<file path="src/rtl/ptwmv_pkg.sv">
// ---------------------------------------------------------------------------
// Per-track window majority vote: shared definitions
// Sizes, register indexes and the per-track bookkeeping record.
// ---------------------------------------------------------------------------
`default_nettype none

package ptwmv_pkg;

    localparam int NUM_TRACKS = 64;
    localparam int MAX_WINDOW = 16;
    localparam int MAX_LEVELS = 8;

    localparam int TRK_W      = $clog2(NUM_TRACKS);
    localparam int PTR_W      = (MAX_WINDOW > 1) ? $clog2(MAX_WINDOW) : 1;
    localparam int WIN_W      = $clog2(MAX_WINDOW + 1);
    localparam int CNT_W      = WIN_W;
    localparam int LVL_W      = 3;
    localparam int WL_W       = 5;
    localparam int NL_W       = 4;
    localparam int VOTE_DEPTH = NUM_TRACKS * MAX_WINDOW;
    localparam int VOTE_AW    = TRK_W + PTR_W;

    localparam int CFG_ADDR_W = 2;
    localparam int CFG_DATA_W = 5;

    localparam logic [CFG_ADDR_W-1:0] REG_WINDOW_LENGTH = 2'd0;
    localparam logic [CFG_ADDR_W-1:0] REG_NUM_LEVELS    = 2'd1;

    localparam logic [WL_W-1:0] WL_RESET = 5'd8;
    localparam logic [NL_W-1:0] NL_RESET = 4'd5;

    // Write pointer and fill count of one track, kept in a small memory.
    typedef struct packed {
        logic [WIN_W-1:0] fill;
        logic [PTR_W-1:0] wp;
    } t_meta;

    localparam int META_W = $bits(t_meta);

endpackage

`default_nettype wire

</file>
<file path="src/rtl/ptwmv_ram.sv">
// ---------------------------------------------------------------------------
// Generic simple dual-port RAM
// One write port and one read port with registered read data.
// ---------------------------------------------------------------------------
`default_nettype none

module ptwmv_ram #(
    parameter int WIDTH = 8,
    parameter int DEPTH = 16
) (
    input  wire logic                     i_clk,
    input  wire logic                     i_we,
    input  wire logic [$clog2(DEPTH)-1:0] i_waddr,
    input  wire logic [WIDTH-1:0]         i_wdata,
    input  wire logic [$clog2(DEPTH)-1:0] i_raddr,
    output logic      [WIDTH-1:0]         o_rdata
);

    logic [WIDTH-1:0] r_mem [DEPTH];
    logic [WIDTH-1:0] r_rdata;

    always_ff @(posedge i_clk) begin
        if (i_we) begin
            r_mem[i_waddr] <= i_wdata;
        end
        r_rdata <= r_mem[i_raddr];
    end

    assign o_rdata = r_rdata;

endmodule

`default_nettype wire

</file>
<file path="src/rtl/per_track_window_majority_vote_top.sv">
// ---------------------------------------------------------------------------
// Per-track window majority vote
// Keeps a ring of recent level predictions per track and returns the
// most frequent level in the ring after each new prediction.
// ---------------------------------------------------------------------------
// Usage:
// The input channel (i_valid / o_stall) carries a track slot and a predicted
// level. The output channel (o_valid / i_stall) returns one voted level for
// every input transaction, in order. Registers window_length and num_levels
// are written through i_cfg_we / i_cfg_addr / i_cfg_data while the block is
// idle.
// After acceptance a transaction passes through META, SCAN, DRAIN, ARGMAX
// and FINISH. SCAN reads fill ring entries, where fill is the track's ring
// occupancy after the update (at most the effective window length). The ring
// memory is scanned one entry per cycle, then a single comparator walks the
// effective num_levels level counters one per cycle. No new transaction is
// accepted until the current one has left FINISH.
// o_stall is low only in the idle state. A result waiting on a stalled
// receiver does not block acceptance of the next transaction; that one is
// processed and then holds in its final state until the output is free.
// Reset clears the per-track seen bits, so every track restarts empty, and
// loads the register defaults (window 8, levels 5). No clearing pass.
// ---------------------------------------------------------------------------
`default_nettype none

module per_track_window_majority_vote_top (
    input  wire logic                                i_clk,
    input  wire logic                                i_rst_n,
    input  wire logic                                i_cfg_we,
    input  wire logic [ptwmv_pkg::CFG_ADDR_W-1:0]    i_cfg_addr,
    input  wire logic [ptwmv_pkg::CFG_DATA_W-1:0]    i_cfg_data,
    input  wire logic                                i_valid,
    output logic                                     o_stall,
    input  wire logic [5:0]                          i_track_slot,
    input  wire logic [2:0]                          i_predicted_level,
    output logic                                     o_valid,
    input  wire logic                                i_stall,
    output logic      [2:0]                          o_voted_level
);

    typedef enum logic [5:0] {
        S_IDLE   = 6'b000001,
        S_META   = 6'b000010,
        S_SCAN   = 6'b000100,
        S_DRAIN  = 6'b001000,
        S_ARGMAX = 6'b010000,
        S_FINISH = 6'b100000
    } t_state;

    t_state r_state, n_state;

    logic [ptwmv_pkg::WL_W-1:0]  r_wl;
    logic [ptwmv_pkg::NL_W-1:0]  r_nl;

    logic [ptwmv_pkg::TRK_W-1:0] r_slot;
    logic [ptwmv_pkg::LVL_W-1:0] r_level;
    logic [ptwmv_pkg::WIN_W-1:0] r_fill;
    logic [ptwmv_pkg::WIN_W-1:0] r_idx;
    logic                        r_rd_pend;
    logic [ptwmv_pkg::CNT_W-1:0] r_cnt [ptwmv_pkg::MAX_LEVELS];
    logic [ptwmv_pkg::LVL_W-1:0] r_k;
    logic [ptwmv_pkg::LVL_W-1:0] r_best;
    logic [ptwmv_pkg::CNT_W-1:0] r_bestc;
    logic [ptwmv_pkg::NUM_TRACKS-1:0] r_seen;
    logic                        r_out_valid;
    logic [ptwmv_pkg::LVL_W-1:0] r_out_level;

    logic [ptwmv_pkg::WIN_W-1:0] win;
    logic [ptwmv_pkg::NL_W-1:0]  lev;
    logic [ptwmv_pkg::LVL_W-1:0] lev_m1;
    logic [ptwmv_pkg::LVL_W-1:0] lvl_in;
    logic                        in_accept;
    logic                        out_free;

    ptwmv_pkg::t_meta            meta_q;
    ptwmv_pkg::t_meta            meta_new;
    logic [ptwmv_pkg::META_W-1:0] meta_rdata;
    logic [ptwmv_pkg::PTR_W-1:0] wp_old;
    logic [ptwmv_pkg::WIN_W-1:0] wp_inc;
    logic [ptwmv_pkg::WIN_W-1:0] fill_old;

    logic [ptwmv_pkg::LVL_W-1:0] vote_rdata;
    logic [ptwmv_pkg::LVL_W-1:0] vote_v;
    logic                        is_meta;
    logic                        cmp_gt;

    // Effective register values.
    always_comb begin
        if (r_wl == '0) begin
            win = ptwmv_pkg::WIN_W'(1);
        end else if (r_wl > ptwmv_pkg::WL_W'(ptwmv_pkg::MAX_WINDOW)) begin
            win = ptwmv_pkg::WIN_W'(ptwmv_pkg::MAX_WINDOW);
        end else begin
            win = ptwmv_pkg::WIN_W'(r_wl);
        end
        if (r_nl == '0) begin
            lev = ptwmv_pkg::NL_W'(1);
        end else if (r_nl > ptwmv_pkg::NL_W'(ptwmv_pkg::MAX_LEVELS)) begin
            lev = ptwmv_pkg::NL_W'(ptwmv_pkg::MAX_LEVELS);
        end else begin
            lev = r_nl;
        end
    end

    assign lev_m1    = ptwmv_pkg::LVL_W'(lev - ptwmv_pkg::NL_W'(1));
    assign lvl_in    = (i_predicted_level > lev_m1) ? lev_m1 : i_predicted_level;
    assign in_accept = i_valid && !o_stall;
    assign out_free  = !r_out_valid || !i_stall;
    assign is_meta   = (r_state == S_META);

    // Track bookkeeping: an unseen track reads as empty.
    assign meta_q = ptwmv_pkg::t_meta'(meta_rdata);

    always_comb begin
        wp_old   = r_seen[r_slot] ? meta_q.wp : '0;
        fill_old = r_seen[r_slot] ? meta_q.fill : '0;
        // A pointer left beyond a shrunken window restarts at the front.
        if (ptwmv_pkg::WIN_W'(wp_old) >= win) begin
            wp_old = '0;
        end
        if (fill_old > win) begin
            fill_old = win;
        end
        wp_inc = ptwmv_pkg::WIN_W'(wp_old) + ptwmv_pkg::WIN_W'(1);
        meta_new.wp   = (wp_inc == win) ? '0 : wp_inc[ptwmv_pkg::PTR_W-1:0];
        meta_new.fill = (fill_old < win) ? fill_old + ptwmv_pkg::WIN_W'(1) : fill_old;
    end

    ptwmv_ram #(
        .WIDTH (ptwmv_pkg::META_W),
        .DEPTH (ptwmv_pkg::NUM_TRACKS)
    ) u_meta_ram (
        .i_clk   (i_clk),
        .i_we    (is_meta),
        .i_waddr (r_slot),
        .i_wdata (meta_new),
        .i_raddr (i_track_slot[ptwmv_pkg::TRK_W-1:0]),
        .o_rdata (meta_rdata)
    );

    ptwmv_ram #(
        .WIDTH (ptwmv_pkg::LVL_W),
        .DEPTH (ptwmv_pkg::VOTE_DEPTH)
    ) u_vote_ram (
        .i_clk   (i_clk),
        .i_we    (is_meta),
        .i_waddr ({r_slot, wp_old}),
        .i_wdata (r_level),
        .i_raddr ({r_slot, r_idx[ptwmv_pkg::PTR_W-1:0]}),
        .o_rdata (vote_rdata)
    );

    // Stored levels above the current limit are counted at the limit.
    assign vote_v = (vote_rdata > lev_m1) ? lev_m1 : vote_rdata;
    assign cmp_gt = (r_cnt[r_k] > r_bestc);

    always_comb begin
        n_state = r_state;
        case (r_state)
            S_IDLE: begin
                if (in_accept) begin
                    n_state = S_META;
                end
            end
            S_META: begin
                n_state = S_SCAN;
            end
            S_SCAN: begin
                if (r_idx == r_fill - ptwmv_pkg::WIN_W'(1)) begin
                    n_state = S_DRAIN;
                end
            end
            S_DRAIN: begin
                n_state = S_ARGMAX;
            end
            S_ARGMAX: begin
                if (r_k == lev_m1) begin
                    n_state = S_FINISH;
                end
            end
            S_FINISH: begin
                if (out_free) begin
                    n_state = S_IDLE;
                end
            end
            default: begin
                n_state = S_IDLE;
            end
        endcase
    end

    always_ff @(posedge i_clk) begin
        if (!i_rst_n) begin
            r_state     <= S_IDLE;
            r_wl        <= ptwmv_pkg::WL_RESET;
            r_nl        <= ptwmv_pkg::NL_RESET;
            r_seen      <= '0;
            r_rd_pend   <= 1'b0;
            r_out_valid <= 1'b0;
        end else begin
            r_state   <= n_state;
            r_rd_pend <= (r_state == S_SCAN);

            if (i_cfg_we) begin
                case (i_cfg_addr)
                    ptwmv_pkg::REG_WINDOW_LENGTH: r_wl <= i_cfg_data[ptwmv_pkg::WL_W-1:0];
                    ptwmv_pkg::REG_NUM_LEVELS:    r_nl <= i_cfg_data[ptwmv_pkg::NL_W-1:0];
                    default: begin
                    end
                endcase
            end

            if (is_meta) begin
                r_seen[r_slot] <= 1'b1;
            end

            if ((r_state == S_FINISH) && out_free) begin
                r_out_valid <= 1'b1;
            end else if (r_out_valid && !i_stall) begin
                r_out_valid <= 1'b0;
            end
        end
    end

    // Datapath registers, no reset needed.
    always_ff @(posedge i_clk) begin
        if (in_accept) begin
            r_slot  <= i_track_slot[ptwmv_pkg::TRK_W-1:0];
            r_level <= lvl_in;
        end

        if (is_meta) begin
            r_fill  <= meta_new.fill;
            r_idx   <= '0;
            r_k     <= '0;
            r_best  <= '0;
            r_bestc <= '0;
        end else if (r_state == S_SCAN) begin
            r_idx <= r_idx + ptwmv_pkg::WIN_W'(1);
        end

        for (int k = 0; k < ptwmv_pkg::MAX_LEVELS; k++) begin
            if (is_meta) begin
                r_cnt[k] <= '0;
            end else if (r_rd_pend && (vote_v == ptwmv_pkg::LVL_W'(k))) begin
                r_cnt[k] <= r_cnt[k] + ptwmv_pkg::CNT_W'(1);
            end
        end

        // One comparison per cycle; strict greater keeps the lowest level on ties.
        if (r_state == S_ARGMAX) begin
            r_k <= r_k + ptwmv_pkg::LVL_W'(1);
            if (cmp_gt) begin
                r_best  <= r_k;
                r_bestc <= r_cnt[r_k];
            end
        end

        if ((r_state == S_FINISH) && out_free) begin
            r_out_level <= r_best;
        end
    end

    assign o_stall       = (r_state != S_IDLE);
    assign o_valid       = r_out_valid;
    assign o_voted_level = r_out_level;

    a_scan_fill_range: assert property (@(posedge i_clk) disable iff (!i_rst_n)
        (r_state == S_SCAN) |-> (r_fill != '0 && r_fill <= win))
        else $error("scan fill count out of window range");

    a_scan_idx_range: assert property (@(posedge i_clk) disable iff (!i_rst_n)
        (r_state == S_SCAN) |-> (r_idx < r_fill))
        else $error("scan index beyond fill count");

    a_level_clamped: assert property (@(posedge i_clk) disable iff (!i_rst_n)
        (r_state == S_META) |-> (r_level <= lev_m1))
        else $error("stored level exceeds level limit");

    a_best_range: assert property (@(posedge i_clk) disable iff (!i_rst_n)
        (r_state == S_FINISH) |-> (r_best <= lev_m1))
        else $error("voted level exceeds level limit");

endmodule

`default_nettype wire

</file>
<file path="config.mk">
export PLATFORM = sky130hd
export DESIGN_NAME = per_track_window_majority_vote_top
export DESIGN_NICKNAME = d
export VERILOG_FILES = /design/src/rtl/ptwmv_pkg.sv /design/src/rtl/ptwmv_ram.sv /design/src/rtl/per_track_window_majority_vote_top.sv
export SDC_FILE = /design/constraint.sdc
export NUM_CORES = 2
export LEC_CHECK = 0
export ABC_AREA = 1
export BUFFER_PORTS_ARGS = -buffer_cell sky130_fd_sc_hd__buf_4
export CORE_ASPECT_RATIO = 1.4
export CORE_UTILIZATION = 40
export CTS_CLUSTER_SIZE = 8
export DETAILED_ROUTE_END_ITERATION = 6
export PLACE_DENSITY_LB_ADDON = 0.3
export SYNTH_ARGS = -nofsm -noshare
export SYNTH_HDL_FRONTEND = slang
export SYNTH_SLANG_ARGS = --single-unit
</file>
<file path="constraint.sdc">
create_clock -name i_clk -period 31.4 [get_ports i_clk]
set_clock_uncertainty 0.05 [all_clocks]
set_input_delay 6.28 -clock i_clk [delete_from_list [all_inputs] [get_ports i_clk]]
set_output_delay 6.28 -clock i_clk [all_outputs]
set_load 0.005 [all_outputs]
</file>
==> metrics <==
Worst EP arrival=10.06 ns; stages on the worst setup path=10; Top FF cell, synth=edfxtp_1; drt first pass iters=6; max_slew headroom=4.70%; fmax=0.108 GHz; minimum clock period=9.23 ns; crit path capture type=flip-flop; global-route usage over all layers=23.7%; IO Count=26; max_cap viols=0; CTS sink count=3,817; Resized Gates After CTS=0; starting density of the core=40.2%; via/cell ratio=5.90; IO buf count=25; Synth area leader=edfxtp_1; Worst VDD drop=0.0633 mV; synth warn=0; Net Sw Frac=30.3%; required time of the critical path=32.23 ns; Post-Syn Nets=12,637; Switch Pwr=4260 uW; R2R Path Start=r_slot[0]; ratio of final minimum period to clock period=29.4%; DRC=0; Hold Buf Count CTS=0; layout cell share with drive strength beyond 1=8.14%; Pwr per Cell Area=80.5 nW/um^2; crit path max fanout=101; crit path cell chain=clkbuf_8 -> inv_8 -> buf_4 -> buf_4 -> o21ai_0 -> o22ai_1 -> nor2_1 -> o32ai_1 -> o211ai_1 -> nand2_1; R2R depth=27; placed cells=16,899; Die Span Y=736 um; Clock Latency Late Sink=0.96 ns; final RePlAce weighted congestion=0.846; RSZ-0062 raised after global routing=no; Final Setup Violations=0; H-tree Lvls=6; Worst-Margin Slew=1.42 ns; post-route cell area=175,000 um^2; commonest non-fill, non-tap cell in the layout=edfxtp_1; largest net degree at the start of global routing=196; Pint=9800 uW; post-CTS setup buffer count=0; Core ar.=383,000 um^2; Layout area overhead=13.4%; crit path buf inv count=4; count of pins over their slew limit=0; min-delay worst type=flip-flop to flip-flop; cell row count=269; crit path capture=u_meta_ram.o_rdata[1]; Yosys reg bits=3,817; initial antenna violation count=22; Chip Width=527 um; DRT iter0 DRCs=11,449; Worst setup SP type=input pin; Worst Setup Path Type=input pin to flip-flop; Netlist cell types=48; Detailed Place HPWL=266,000 um; Synth area leaders=edfxtp_1 (72%), nor2_1 (8.0%), o21ai_0 (6.3%); Slowest-stage cell, CP=buf_4; TNS Setup=0 ns; post-route ant nets=0; CP dominant cell by count=buf_4; share of the synthesized area in the top cell type=72.2%; die area=388,000 um^2; final hold vios=0; Via Count=103,833; cts bufs inserted=551; Syn Area/Cell=12.3 um^2; grt ovf=0; fin nets=12,498; Seq/Total Area, Yosys=73.7%; total power=14,100 uW; Total Wirelength=473,000 um; Leak=0.0551 uW; final non-filler cell total=17,597; commonest cells after routing, fill and taps aside=edfxtp_1 (3,708), nor2_1 (3,252), o21ai_0 (1,949); Comb power frac=20.2%; Post-Syn Area=154,000 um^2; status=finished clean; flop2flop setup slack=23.91 ns; vias in the first global route=102,504; Post-DP Area=160,000 um^2; first-pass GRT wire length=679,000 um; root buffer cell=clkbuf_16; CP top delay family=buffers and inverters; Mapped Cells=12,578; RR Endpoint=u_meta_ram.r_mem[60][6]; WL per Instance=26.9 um; ys async rst share=0%; Clock power frac=38.0%; Reg clk slew, reported paths=0.05 ns; CP startpoint=i_track_slot[0]; Flop pwr share=41.9%; clk buf depth=4; delay of the slowest critical-path stage=0.85 ns; CTS tree=yes; EDFF count, synth=3,708
==> logic make-up (layout without fill, tap and decap cells) <==
family | count (synthesis) | in the layout | share of synthesized area (%)
flip-flops | 3817 | 3817 | 73.7
AND/OR/NAND/NOR | 4282 | 4282 | 10.8
XOR/XNOR | 41 | 41 | 0.233
other | 0 | 2 | 0
AO/OA/AOI/OAI | 3232 | 3232 | 12.1
buffers and inverters | 1168 | 1172 | 2.89
adder cells (fa/ha/maj) | 38 | 38 | 0.308
==> flip-flops by register name, indices dropped and copies added (netlist names), named ones only <==
register	flops
u_vote_ram.r_mem	3072
u_meta_ram.r_mem	576
r_seen	64
r_cnt	40
u_meta_ram.o_rdata	9
r_slot	6
r_state	6
r_bestc	5
r_fill	5
r_idx	5
r_wl	5
r_nl	4
o_voted_level	3
r_best	3
r_k	3
r_level	3
u_vote_ram.o_rdata	3
o_valid	1
r_rd_pend	1
==> routing by layer <==
metal  GRT usage [%]  up-vias  part of all wire, %
li1                -    45715                    -
met1            28.3    51994                   37
met2            40.6     4863                   49
met3            3.57     1243                  7.4
met4            13.8       18                  6.2
met5               0        -                0.025
==> power by group through the flow <==
stage / combinational [uW] / sequential [uW] / clock, uW
after floorplan: 1730 / 6250 / 0
after global placement: 2810 / 5980 / 0
after detailed placement: 2810 / 5980 / 0
after CTS: 2820 / 5890 / 5380
after global routing: 3070 / 5880 / 5580
final: 2840 / 5890 / 5340
==> through the flow <==
| step | hold WS (ns) | worst slack [ns] | util (%) |
|---|---|---|---|
| floorplan | 0.359 | 16.66 | - |
| global route | 0.396 | 21.89 | 45.6 |
| finish | 0.379 | 22.17 | 45.6 |
| detailed placement | 0.367 | 21.23 | 41.6 |
| global placement | 0.365 | 21.31 | 41.6 |
| CTS | 0.380 | 22.23 | 45.6 |
==> worst register-to-register path: stages, from the launching register on <==
cell and delay [ns]:
edfxtp_1 0.33, buf_4 0.53, buf_4 0.55, inv_6 0.25, or2_0 0.32, nand2_1 0.09
nand2_1 0.06, o21ai_1 0.12, nand2_1 0.11, nor2_1 0.10, nand2_1 0.22, inv_1 0.27
nor2_1 0.10, ha_1 0.30, nand2_1 0.07, nor2_1 0.13, nand2_1 0.07, o211ai_1 0.14
nand2_1 0.21, o21ai_0 0.59, ha_1 0.36, a21o_1 0.17, a221oi_1 0.23, nand2_1 0.20
inv_1 0.16, nand2_1 0.10, xnor2_2 0.73, buf_4 0.59
==> area by class of cell <==
type,instances,area (um^2)
inverters,184,743
fillers,34144,209000
flip-flops and latches,3817,114000
clock inverters,33,518
diodes,2,5.00
well taps,5013,6270
repair buffers,292,2400
multi-input cells,7593,36600
clock buffers,663,14700
==> synthesized netlist by cell type (9+ instances only) <==
cell type / n
ha_1: 38
buf_1: 29
a21oi_1: 88
nor3_1: 24
edfxtp_1: 3708
clkinv_1: 13
xor2_1: 25
nand2_1: 633
nand4_1: 47
nand3_1: 264
xnor2_1: 16
o22ai_1: 640
buf_2: 51
clkbuf_1: 903
o221ai_1: 306
o31ai_1: 13
a31oi_1: 94
inv_1: 162
o21ai_0: 1949
dfxtp_1: 109
or2_2: 15
inv_2: 9
nor2_1: 3282
nor4_1: 10
o211ai_1: 94
==> worst min-delay path by stage <==
stage	from	to	slack, ns	cells past startpoint
3_3_place_gp	r_best[1]	o_voted_level[1]	0.37	0
3_5_place_dp	r_best[0]	o_voted_level[0]	0.37	0
4_1_cts	r_best[0]	o_voted_level[0]	0.38	0
6_report	r_best[0]	o_voted_level[0]	0.38	0
5_1_grt	r_best[1]	o_voted_level[1]	0.40	0
2_1_floorplan	r_best[0]	o_voted_level[0]	0.36	0
Power figures use the tool's default switching activity.
